--- src/hw/rtl/mavg_pkg.sv ---
// Shared types and constants for the moving average filter.
package mavg_pkg;

  localparam int MAX_WINDOW     = 32;
  localparam int SAMPLE_W       = 16;
  localparam int CFG_W          = $clog2(MAX_WINDOW + 1);
  localparam int HELD_W         = $clog2(MAX_WINDOW + 1);
  localparam int DEFAULT_WINDOW = 8;

  typedef enum logic {
    ACT_PUSH  = 1'b0,
    ACT_CLEAR = 1'b1
  } action_t;

  typedef struct packed {
    action_t                     action;
    logic signed [SAMPLE_W-1:0]  sample;
  } item_t;

  typedef struct packed {
    logic signed [SAMPLE_W-1:0]  average;
    logic [HELD_W-1:0]           samples_held;
  } result_t;

  typedef enum logic {
    FS_IDLE,
    FS_UPDATE
  } front_state_t;

  typedef enum logic [1:0] {
    DS_IDLE,
    DS_RUN,
    DS_DONE
  } div_state_t;

endpackage

--- src/hw/rtl/mavg_front.sv ---
// Front end: takes beats, keeps the history ring and running sum, issues sum/count jobs.
module mavg_front #(
  parameter int SW         = $clog2(mavg_pkg::MAX_WINDOW),
  parameter int CW         = $clog2(mavg_pkg::MAX_WINDOW + 1),
  parameter int SUM_W      = mavg_pkg::SAMPLE_W + $clog2(mavg_pkg::MAX_WINDOW)
) (
  input  logic                          clk,
  input  logic                          rst,
  input  logic                          cfg_wen,
  input  logic [mavg_pkg::CFG_W-1:0]    cfg_wdata,
  input  logic                          item_valid,
  output logic                          item_ready,
  input  mavg_pkg::item_t               item,
  output logic                          job_valid,
  input  logic                          job_ready,
  output logic signed [SUM_W-1:0]       job_sum,
  output logic [CW-1:0]                 job_held
);
  import mavg_pkg::*;

  localparam int DEF_WIN = (DEFAULT_WINDOW <= MAX_WINDOW) ? DEFAULT_WINDOW : MAX_WINDOW;

  logic signed [SAMPLE_W-1:0] hist [MAX_WINDOW];

  front_state_t               state, state_next;
  logic [CW-1:0]              window_len, window_len_next;
  logic [CW-1:0]              fill, fill_next;
  logic [SW-1:0]              wslot, wslot_next;
  logic signed [SUM_W-1:0]    run_sum, run_sum_next;
  logic [SW-1:0]              cur_slot, cur_slot_next;
  logic signed [SAMPLE_W-1:0] cur_sample, cur_sample_next;
  logic                       cur_full, cur_full_next;
  logic signed [SAMPLE_W-1:0] rd_data;

  logic                       rd_en, wr_en;
  logic [SW-1:0]              adj_slot;
  logic [CW-1:0]              slot_inc;
  logic                       cfg_bad;

  assign cfg_bad  = (cfg_wdata == '0) || (32'(cfg_wdata) > MAX_WINDOW);
  assign adj_slot = (CW'(wslot) >= window_len) ? '0 : wslot;
  assign slot_inc = CW'(cur_slot) + CW'(1);

  always_ff @(posedge clk) begin
    if (rst) begin
      state      <= FS_IDLE;
      window_len <= CW'(DEF_WIN);
      fill       <= '0;
      wslot      <= '0;
      run_sum    <= '0;
    end else begin
      state      <= state_next;
      window_len <= window_len_next;
      fill       <= fill_next;
      wslot      <= wslot_next;
      run_sum    <= run_sum_next;
    end
  end

  always_ff @(posedge clk) begin
    cur_slot   <= cur_slot_next;
    cur_sample <= cur_sample_next;
    cur_full   <= cur_full_next;
  end

  always_ff @(posedge clk) begin
    if (wr_en) begin
      hist[cur_slot] <= cur_sample;
    end
    if (rd_en) begin
      rd_data <= hist[adj_slot];
    end
  end

  always_comb begin
    state_next      = state;
    window_len_next = window_len;
    fill_next       = fill;
    wslot_next      = wslot;
    run_sum_next    = run_sum;
    cur_slot_next   = cur_slot;
    cur_sample_next = cur_sample;
    cur_full_next   = cur_full;
    rd_en           = 1'b0;
    wr_en           = 1'b0;
    item_ready      = 1'b0;
    job_valid       = 1'b0;
    job_sum         = run_sum + SUM_W'(cur_sample)
                      - (cur_full ? SUM_W'(rd_data) : SUM_W'(0));
    job_held        = cur_full ? fill : fill + CW'(1);
    case (state)
      FS_IDLE: begin
        item_ready = !cfg_wen;
        if (cfg_wen) begin
          window_len_next = cfg_bad ? CW'(DEF_WIN) : CW'(cfg_wdata);
          fill_next       = '0;
          wslot_next      = '0;
          run_sum_next    = '0;
        end else if (item_valid) begin
          if (item.action == ACT_CLEAR) begin
            fill_next    = '0;
            wslot_next   = '0;
            run_sum_next = '0;
          end else begin
            rd_en           = 1'b1;
            cur_slot_next   = adj_slot;
            cur_sample_next = item.sample;
            cur_full_next   = (fill >= window_len);
            state_next      = FS_UPDATE;
          end
        end
      end
      FS_UPDATE: begin
        job_valid = 1'b1;
        if (job_ready) begin
          wr_en        = 1'b1;
          run_sum_next = job_sum;
          fill_next    = job_held;
          wslot_next   = (slot_inc >= window_len) ? '0 : SW'(slot_inc);
          state_next   = FS_IDLE;
        end
      end
      default: begin
        state_next = FS_IDLE;
      end
    endcase
  end

endmodule

--- src/hw/rtl/mavg_queue.sv ---
// Two-entry job queue between the front end and the divider.
module mavg_queue #(
  parameter int W = 27
) (
  input  logic         clk,
  input  logic         rst,
  input  logic         wr_valid,
  output logic         wr_ready,
  input  logic [W-1:0] wr_data,
  output logic         rd_valid,
  input  logic         rd_ready,
  output logic [W-1:0] rd_data
);

  logic [W-1:0] slots [2];
  logic         wp, rp;
  logic [1:0]   count;
  logic         push, pop;

  assign wr_ready = (count != 2'd2);
  assign rd_valid = (count != 2'd0);
  assign rd_data  = slots[rp];
  assign push     = wr_valid && wr_ready;
  assign pop      = rd_valid && rd_ready;

  always_ff @(posedge clk) begin
    if (rst) begin
      wp    <= 1'b0;
      rp    <= 1'b0;
      count <= 2'd0;
    end else begin
      if (push) begin
        wp <= ~wp;
      end
      if (pop) begin
        rp <= ~rp;
      end
      count <= count + {1'b0, push} - {1'b0, pop};
    end
  end

  always_ff @(posedge clk) begin
    if (push) begin
      slots[wp] <= wr_data;
    end
  end

endmodule

--- src/hw/rtl/mavg_divider.sv ---
// Back end: serial signed divide of sum by count, one quotient bit per cycle, result register.
module mavg_divider #(
  parameter int CW         = $clog2(mavg_pkg::MAX_WINDOW + 1),
  parameter int SUM_W      = mavg_pkg::SAMPLE_W + $clog2(mavg_pkg::MAX_WINDOW)
) (
  input  logic                    clk,
  input  logic                    rst,
  input  logic                    job_valid,
  output logic                    job_ready,
  input  logic signed [SUM_W-1:0] job_sum,
  input  logic [CW-1:0]           job_held,
  output logic                    result_valid,
  input  logic                    result_ready,
  output mavg_pkg::result_t       result
);
  import mavg_pkg::*;

  localparam int CNTW = $clog2(SUM_W);

  div_state_t        state, state_next;
  logic [CW:0]       rem, rem_next;
  logic [SUM_W-1:0]  quo, quo_next;
  logic [CW-1:0]     held, held_next;
  logic              neg, neg_next;
  logic [CNTW-1:0]   cnt, cnt_next;
  logic              res_valid_next;
  result_t           res_next;

  logic [SUM_W-1:0]  mag;
  logic [CW:0]       trial;
  logic              ge;
  logic [SUM_W-1:0]  qsigned;
  logic              out_free;

  assign mag      = job_sum[SUM_W-1] ? (~job_sum + SUM_W'(1)) : job_sum;
  assign trial    = {rem[CW-1:0], quo[SUM_W-1]};
  assign ge       = (trial >= {1'b0, held});
  assign qsigned  = neg ? (~quo + SUM_W'(1)) : quo;
  assign out_free = !result_valid || result_ready;

  always_ff @(posedge clk) begin
    if (rst) begin
      state        <= DS_IDLE;
      result_valid <= 1'b0;
    end else begin
      state        <= state_next;
      result_valid <= res_valid_next;
    end
  end

  always_ff @(posedge clk) begin
    rem    <= rem_next;
    quo    <= quo_next;
    held   <= held_next;
    neg    <= neg_next;
    cnt    <= cnt_next;
    result <= res_next;
  end

  always_comb begin
    state_next     = state;
    rem_next       = rem;
    quo_next       = quo;
    held_next      = held;
    neg_next       = neg;
    cnt_next       = cnt;
    res_next       = result;
    res_valid_next = result_valid && !result_ready;
    job_ready      = 1'b0;
    case (state)
      DS_IDLE: begin
        job_ready = 1'b1;
        if (job_valid) begin
          quo_next   = mag;
          rem_next   = '0;
          held_next  = job_held;
          neg_next   = job_sum[SUM_W-1];
          cnt_next   = CNTW'(SUM_W - 1);
          state_next = DS_RUN;
        end
      end
      DS_RUN: begin
        rem_next = ge ? (trial - {1'b0, held}) : trial;
        quo_next = {quo[SUM_W-2:0], ge};
        cnt_next = cnt - CNTW'(1);
        if (cnt == '0) begin
          state_next = DS_DONE;
        end
      end
      DS_DONE: begin
        if (out_free) begin
          res_next.average      = qsigned[SAMPLE_W-1:0];
          res_next.samples_held = HELD_W'(held);
          res_valid_next        = 1'b1;
          state_next            = DS_IDLE;
        end
      end
      default: begin
        state_next = DS_IDLE;
      end
    endcase
  end

endmodule

--- src/hw/rtl/moving_average_filter_core.sv ---
// Top level of the boxcar moving average filter.
// Averages the last window_len signed samples (1..MAX_WINDOW, default 8) using a history
// ring and a running sum; until the window fills, the sum is divided by the samples seen.
// A push beat passes through the front end (history read, then sum update and
// write-back) and then the divider, which produces one quotient bit per cycle,
// SUM_W = 16 + clog2(MAX_WINDOW) bits in all. A two-entry queue lets the front end
// run ahead of the divider, so the divider sets the sustained push rate. A clear
// beat yields no result and keeps the front end idle. Writing the window length
// also clears the history; writes of 0 or above MAX_WINDOW select 8. No clearing
// pass follows reset.
module moving_average_filter_core (
  input  logic                        clk,
  input  logic                        rst,
  input  logic                        cfg_wen,
  input  logic [mavg_pkg::CFG_W-1:0]  cfg_wdata,
  input  logic                        item_valid,
  output logic                        item_ready,
  input  mavg_pkg::item_t             item,
  output logic                        result_valid,
  input  logic                        result_ready,
  output mavg_pkg::result_t           result
);
  import mavg_pkg::*;

  localparam int CW    = $clog2(MAX_WINDOW + 1);
  localparam int SW    = $clog2(MAX_WINDOW);
  localparam int SUM_W = SAMPLE_W + SW;
  localparam int JOB_W = SUM_W + CW;

  logic                    fj_valid, fj_ready;
  logic signed [SUM_W-1:0] fj_sum;
  logic [CW-1:0]           fj_held;
  logic                    bj_valid, bj_ready;
  logic [JOB_W-1:0]        bj_data;

  mavg_front #(
    .SW         (SW),
    .CW         (CW),
    .SUM_W      (SUM_W)
  ) u_front (
    .clk        (clk),
    .rst        (rst),
    .cfg_wen    (cfg_wen),
    .cfg_wdata  (cfg_wdata),
    .item_valid (item_valid),
    .item_ready (item_ready),
    .item       (item),
    .job_valid  (fj_valid),
    .job_ready  (fj_ready),
    .job_sum    (fj_sum),
    .job_held   (fj_held)
  );

  mavg_queue #(
    .W (JOB_W)
  ) u_queue (
    .clk      (clk),
    .rst      (rst),
    .wr_valid (fj_valid),
    .wr_ready (fj_ready),
    .wr_data  ({fj_sum, fj_held}),
    .rd_valid (bj_valid),
    .rd_ready (bj_ready),
    .rd_data  (bj_data)
  );

  mavg_divider #(
    .CW         (CW),
    .SUM_W      (SUM_W)
  ) u_div (
    .clk          (clk),
    .rst          (rst),
    .job_valid    (bj_valid),
    .job_ready    (bj_ready),
    .job_sum      (bj_data[JOB_W-1:CW]),
    .job_held     (bj_data[CW-1:0]),
    .result_valid (result_valid),
    .result_ready (result_ready),
    .result       (result)
  );

endmodule

--- config.mk ---
export PLATFORM = sky130hd
export DESIGN_NAME = moving_average_filter_core
export DESIGN_NICKNAME = d
export VERILOG_FILES = /design/src/hw/rtl/mavg_pkg.sv /design/src/hw/rtl/mavg_front.sv /design/src/hw/rtl/mavg_queue.sv /design/src/hw/rtl/mavg_divider.sv /design/src/hw/rtl/moving_average_filter_core.sv
export SDC_FILE = /design/constraint.sdc
export NUM_CORES = 1
export LEC_CHECK = 0
export BUFFER_PORTS_ARGS = -buffer_cell sky130_fd_sc_hd__buf_4
export CAP_MARGIN = 10
export CORE_MARGIN = 1.5
export CORE_UTILIZATION = 30
export DETAILED_ROUTE_END_ITERATION = 7
export PLACE_DENSITY = 0.4
export SETUP_SLACK_MARGIN = 0.05
export SLEW_MARGIN = 20
export SYNTH_ARGS = -nofsm -noshare
export SYNTH_HDL_FRONTEND = slang
export SYNTH_SLANG_ARGS = --single-unit
--- constraint.sdc ---
create_clock -name clk -period 11.3 [get_ports clk]
set_input_delay 3.39 -clock clk [delete_from_list [all_inputs] [get_ports clk]]
set_output_delay 3.39 -clock clk [all_outputs]
set_load 0.02 [all_outputs]
==> impl_results.rst <==
.. list-table::
   :header-rows: 1

   * - Metric
     - Value
   * - Library cell with the largest summed area after synthesis
     - edfxtp_1
   * - Pin count of the biggest net entering global routing
     - 89
   * - Cts bufs inserted
     - 82
   * - Post-synthesis average cell area
     - 14.6 um^2
   * - First-pass GRT wire length
     - 120 mm
   * - Fraction of layout cells with a size suffix above 1
     - 0.162
   * - Run status
     - complete, no violations
   * - Ranking of synthesized cells by instance count
     - edfxtp_1 (665), nand2_1 (166), a21oi_1 (134), inv_1 (117), nor2_1 (106)
   * - Sort of element at the end of the critical path
     - output port
   * - Worst supply voltage drop on vdd
     - 0.0906 mV
   * - Number of hold buffers added after cts
     - 0
   * - Part of the cycle the worst path needs
     - 0.639
   * - Lkg Pwr
     - 11.5 nW
   * - Tightest slew margin relative to the limit
     - 0.247
   * - Crit path max fanout
     - 5
   * - Setup repair after global routing missed its margin
     - false
   * - Violation count after the first detailed-route iteration
     - 1,178
   * - Overall Global Routing Usage
     - 0.158
   * - Layout fillers
     - 9,916
   * - Detail Route Antenna Nets
     - 0
   * - Area inside the core boundary
     - 102,000 um^2
   * - P_sw
     - 1.54 mW
   * - Overall via count from detail_route
     - 17,500
   * - Insertion delay to the later sink of the worst-skew pair
     - 0.64 ns
   * - Clock H-tree levels
     - 3
   * - Gr ovfl total
     - 0
   * - Initial antenna violation count
     - 0
   * - Cell with the most instances after synthesis
     - edfxtp_1
   * - Final hold violation count
     - 0
   * - Number of standard cells in the layout, taps in and fillers out
     - 3,628
   * - Category of the critical setup timing path
     - in2out
   * - Max clock buf depth
     - 3
   * - Internal power
     - 4.68 mW
   * - Delay contributed by the slowest stage of the critical path
     - 0.17 ns
   * - Post-Synthesis Cell Area
     - 30,700 um^2
   * - Number of detailed-routing iterations run before antenna repair
     - 5
   * - Effective utilization at floorplan
     - 0.302
   * - PortBufs
     - 51
   * - Number of flops mapped to enable cells by yosys
     - 665
   * - Startpoint class of the critical path
     - primary input
   * - Ys async rst share
     - 0
   * - Number of top-level pins
     - 52
   * - CTS tree
     - done
   * - Total power of the final layout
     - 6.22 mW
   * - Cells traversed along the worst timing path
     - buf_4 -> nor2_1 -> buf_4
   * - Setup skew after layout
     - 0.0175 ns
   * - Post-CTS clock slew at the launch and capture registers of the worst setup and hold paths
     - 0.05 ns
   * - CP Data Arrival Time
     - 3.83 ns
   * - Minimum clock period after layout
     - 7.22 ns
   * - Post-CTS setup buffer count
     - 0
   * - Number of register bits inferred by synthesis
     - 712
   * - Chip width
     - 323 um
   * - Number of pins with negative max-slew slack in the final report
     - 0
   * - Share of the yosys chip area belonging to registers
     - 0.682
   * - Number of global-route vias before repair
     - 17,900
   * - Measured slew at the worst slew-check pin
     - 1.13 ns
   * - Crit path required time
     - 7.91 ns
   * - Fraction of power spent switching nets
     - 0.247
   * - Cell with the largest stage delay on the worst path
     - buf_4
   * - Final GP Congestion
     - 0.754
   * - Post-detailed-placement half-perimeter wirelength
     - 50.8 mm
   * - Number of diodes added for antenna fixing
     - 0
   * - Total number of nets in the final design
     - 2,303
   * - Sink Count
     - 712
   * - Fraction of synthesized cell area taken by the top area cell type
     - 0.651
   * - Number of maximum-capacitance constraint violations
     - 0
   * - Max Clock Freq
     - 138 MHz
   * - Total negative slack for setup checks
     - 0 ns
   * - Count of yosys warnings during synthesis
     - 0
   * - Height of the die
     - 323 um
   * - Number of different library cells in the post-synthesis netlist
     - 76
   * - Total setup violations reported at the end of the flow
     - 0
   * - Reg power frac
     - 0.503
   * - Clock Power Share
     - 0.392
   * - Average wire per cell in the routed design
     - 22.4 um
   * - Relative contribution of combinational cells to total power
     - 0.104
   * - Via-per-instance ratio
     - 4.81
   * - Total length of routed wires
     - 81.2 mm
   * - Cell mode on critical path
     - buf_4
   * - Post-Syn Nets
     - 2,202
   * - Total DRC errors in the routed layout
     - 0
   * - Total buffers and inverters traversed by the critical path
     - 2
   * - Post_cts resized
     - 0
   * - Row count
     - 117
   * - Type of the worst min-delay path
     - reg2reg
   * - Layout overhead on the synthesized area
     - 15.3%
   * - Commonest register cell after synthesis
     - edfxtp_1
   * - Root buf cell
     - clkbuf_16
   * - Cells taking the most area after synthesis
     - edfxtp_1 (65%), mux4_2 (3.5%), dfxtp_1 (3.1%)
   * - Final core utilization
     - 0.348
   * - Cell family with most CP delay
     - buffers and inverters
   * - Count of placed standard cells including taps
     - 3,483
   * - PD cells
     - 176 nW/um^2
   * - Die Area
     - 104,000 um^2
   * - Number of instances in the synthesized netlist
     - 2,098
==> kinds of logic after synthesis <==
group / count (synthesis) / share of synthesized area
flip-flops: 712 / 0.682
adder cells (fa/ha/maj): 76 / 0.0361
multiplexers: 172 / 0.0776
buffers and inverters: 218 / 0.0289
AO/OA/AOI/OAI: 420 / 0.0913
XOR/XNOR: 68 / 0.0194
AND/OR/NAND/NOR: 432 / 0.0648
==> cell type report <==
type	count	area, um^2	share of cell area
Clock inverter	38	273	0.00772
Inverter	119	447	0.0126
Clock buffer	107	2160	0.0610
Multi-Input combinational cell	1168	8960	0.253
Tap cell	1368	1710	0.0484
Sequential cell	712	20900	0.592
Timing Repair Buffer	116	883	0.0250
==> routing by layer <==
metal / track usage / wire, um / vias to the layer above
li1: - / - / 8176
met1: 0.212 / 37300 / 8870
met2: 0.258 / 38700 / 319
met3: 0.0276 / 3170 / 95
met4: 0.0520 / 2010 / 0
met5: 0 / 0 / -
==> worst register-to-register path, stage by stage, from the launching register on <==
cell and delay, ns:
dfxtp_4 0.81, buf_4 0.64, buf_4 0.66, mux4_2 0.66, a221oi_1 0.32, o2bb2ai_1 0.25
a21oi_1 0.50, nor3_1 0.20
==> registers in the layout, summed over array words and instances (netlist names), 6 cells and up, named ones only <==
| register | count |
|---|---|
| u_div.result | 22 |
| u_div.rem | 6 |
| u_queue.slots | 54 |
| u_front.run_sum | 21 |
| u_front.window_len | 6 |
| u_front.cur_sample | 16 |
| u_div.held | 6 |
| u_front.rd_data | 16 |
| u_div.quo | 21 |
| u_front.fill | 6 |
| u_front.hist | 512 |
==> path summary, 6_finish.rpt <==
path	end	cells past startpoint	slack, ns	startpoint
setup / recovery	item_ready	3	4.08	cfg_wen
hold / removal	u_front.window_len[5]	2	0.46	u_front.window_len[5]
hold reg to reg	u_front.window_len[5]	2	0.46	u_front.window_len[5]
setup reg to reg	u_front.rd_data[11]	7	6.97	u_front.wslot[2]
==> cell usage in the layout, fill, tap and decap left out, drive strengths merged, types with 13 or more instances in the layout <==
cell type  synthesis  layout
a21oi            134     134
nor2             106     106
nor3              32      32
a22o              18      18
mux2              45      45
nand2            166     166
and2              19      19
clkinv             1      32
o2bb2ai           30      30
mux2i             80      80
xnor2             44      44
ha                55      55
mux4              47      47
dfxtp             47      47
edfxtp           665     665
nand2b            16      16
o311ai            16      16
o221a             15      15
a221oi            16      16
clkbuf            57     107
o21ai             85      85
buf               42     116
o211ai            17      17
a21o              13      13
nand3             46      46
inv              118     122
fa                21      21
xor2              24      24
==> power groups by stage <==
stage | clock (mW) | sequential, mW | combinational [mW]
6_report | 2.44 | 3.13 | 0.650
5_1_grt | 2.62 | 3.15 | 0.743
4_1_cts | 2.53 | 3.14 | 0.666
3_5_place_dp | 0 | 3.19 | 0.664
3_3_place_gp | 0 | 3.19 | 0.653
2_1_floorplan | 0 | 3.15 | 0.513
==> stage by stage <==
| step | setup slack, ns | cell area, um^2 | hold WS (ns) |
|---|---|---|---|
| detailed placement | 4.08 | 32900 | 0.452 |
| global placement | 4.05 | 32900 | 0.447 |
| floorplan | 4.21 | 30700 | 0.426 |
| global route | 4.03 | 35300 | 0.482 |
| CTS | 4.08 | 35300 | 0.463 |
| finish | 4.08 | 35300 | 0.461 |
Power figures use the tool's default switching activity.
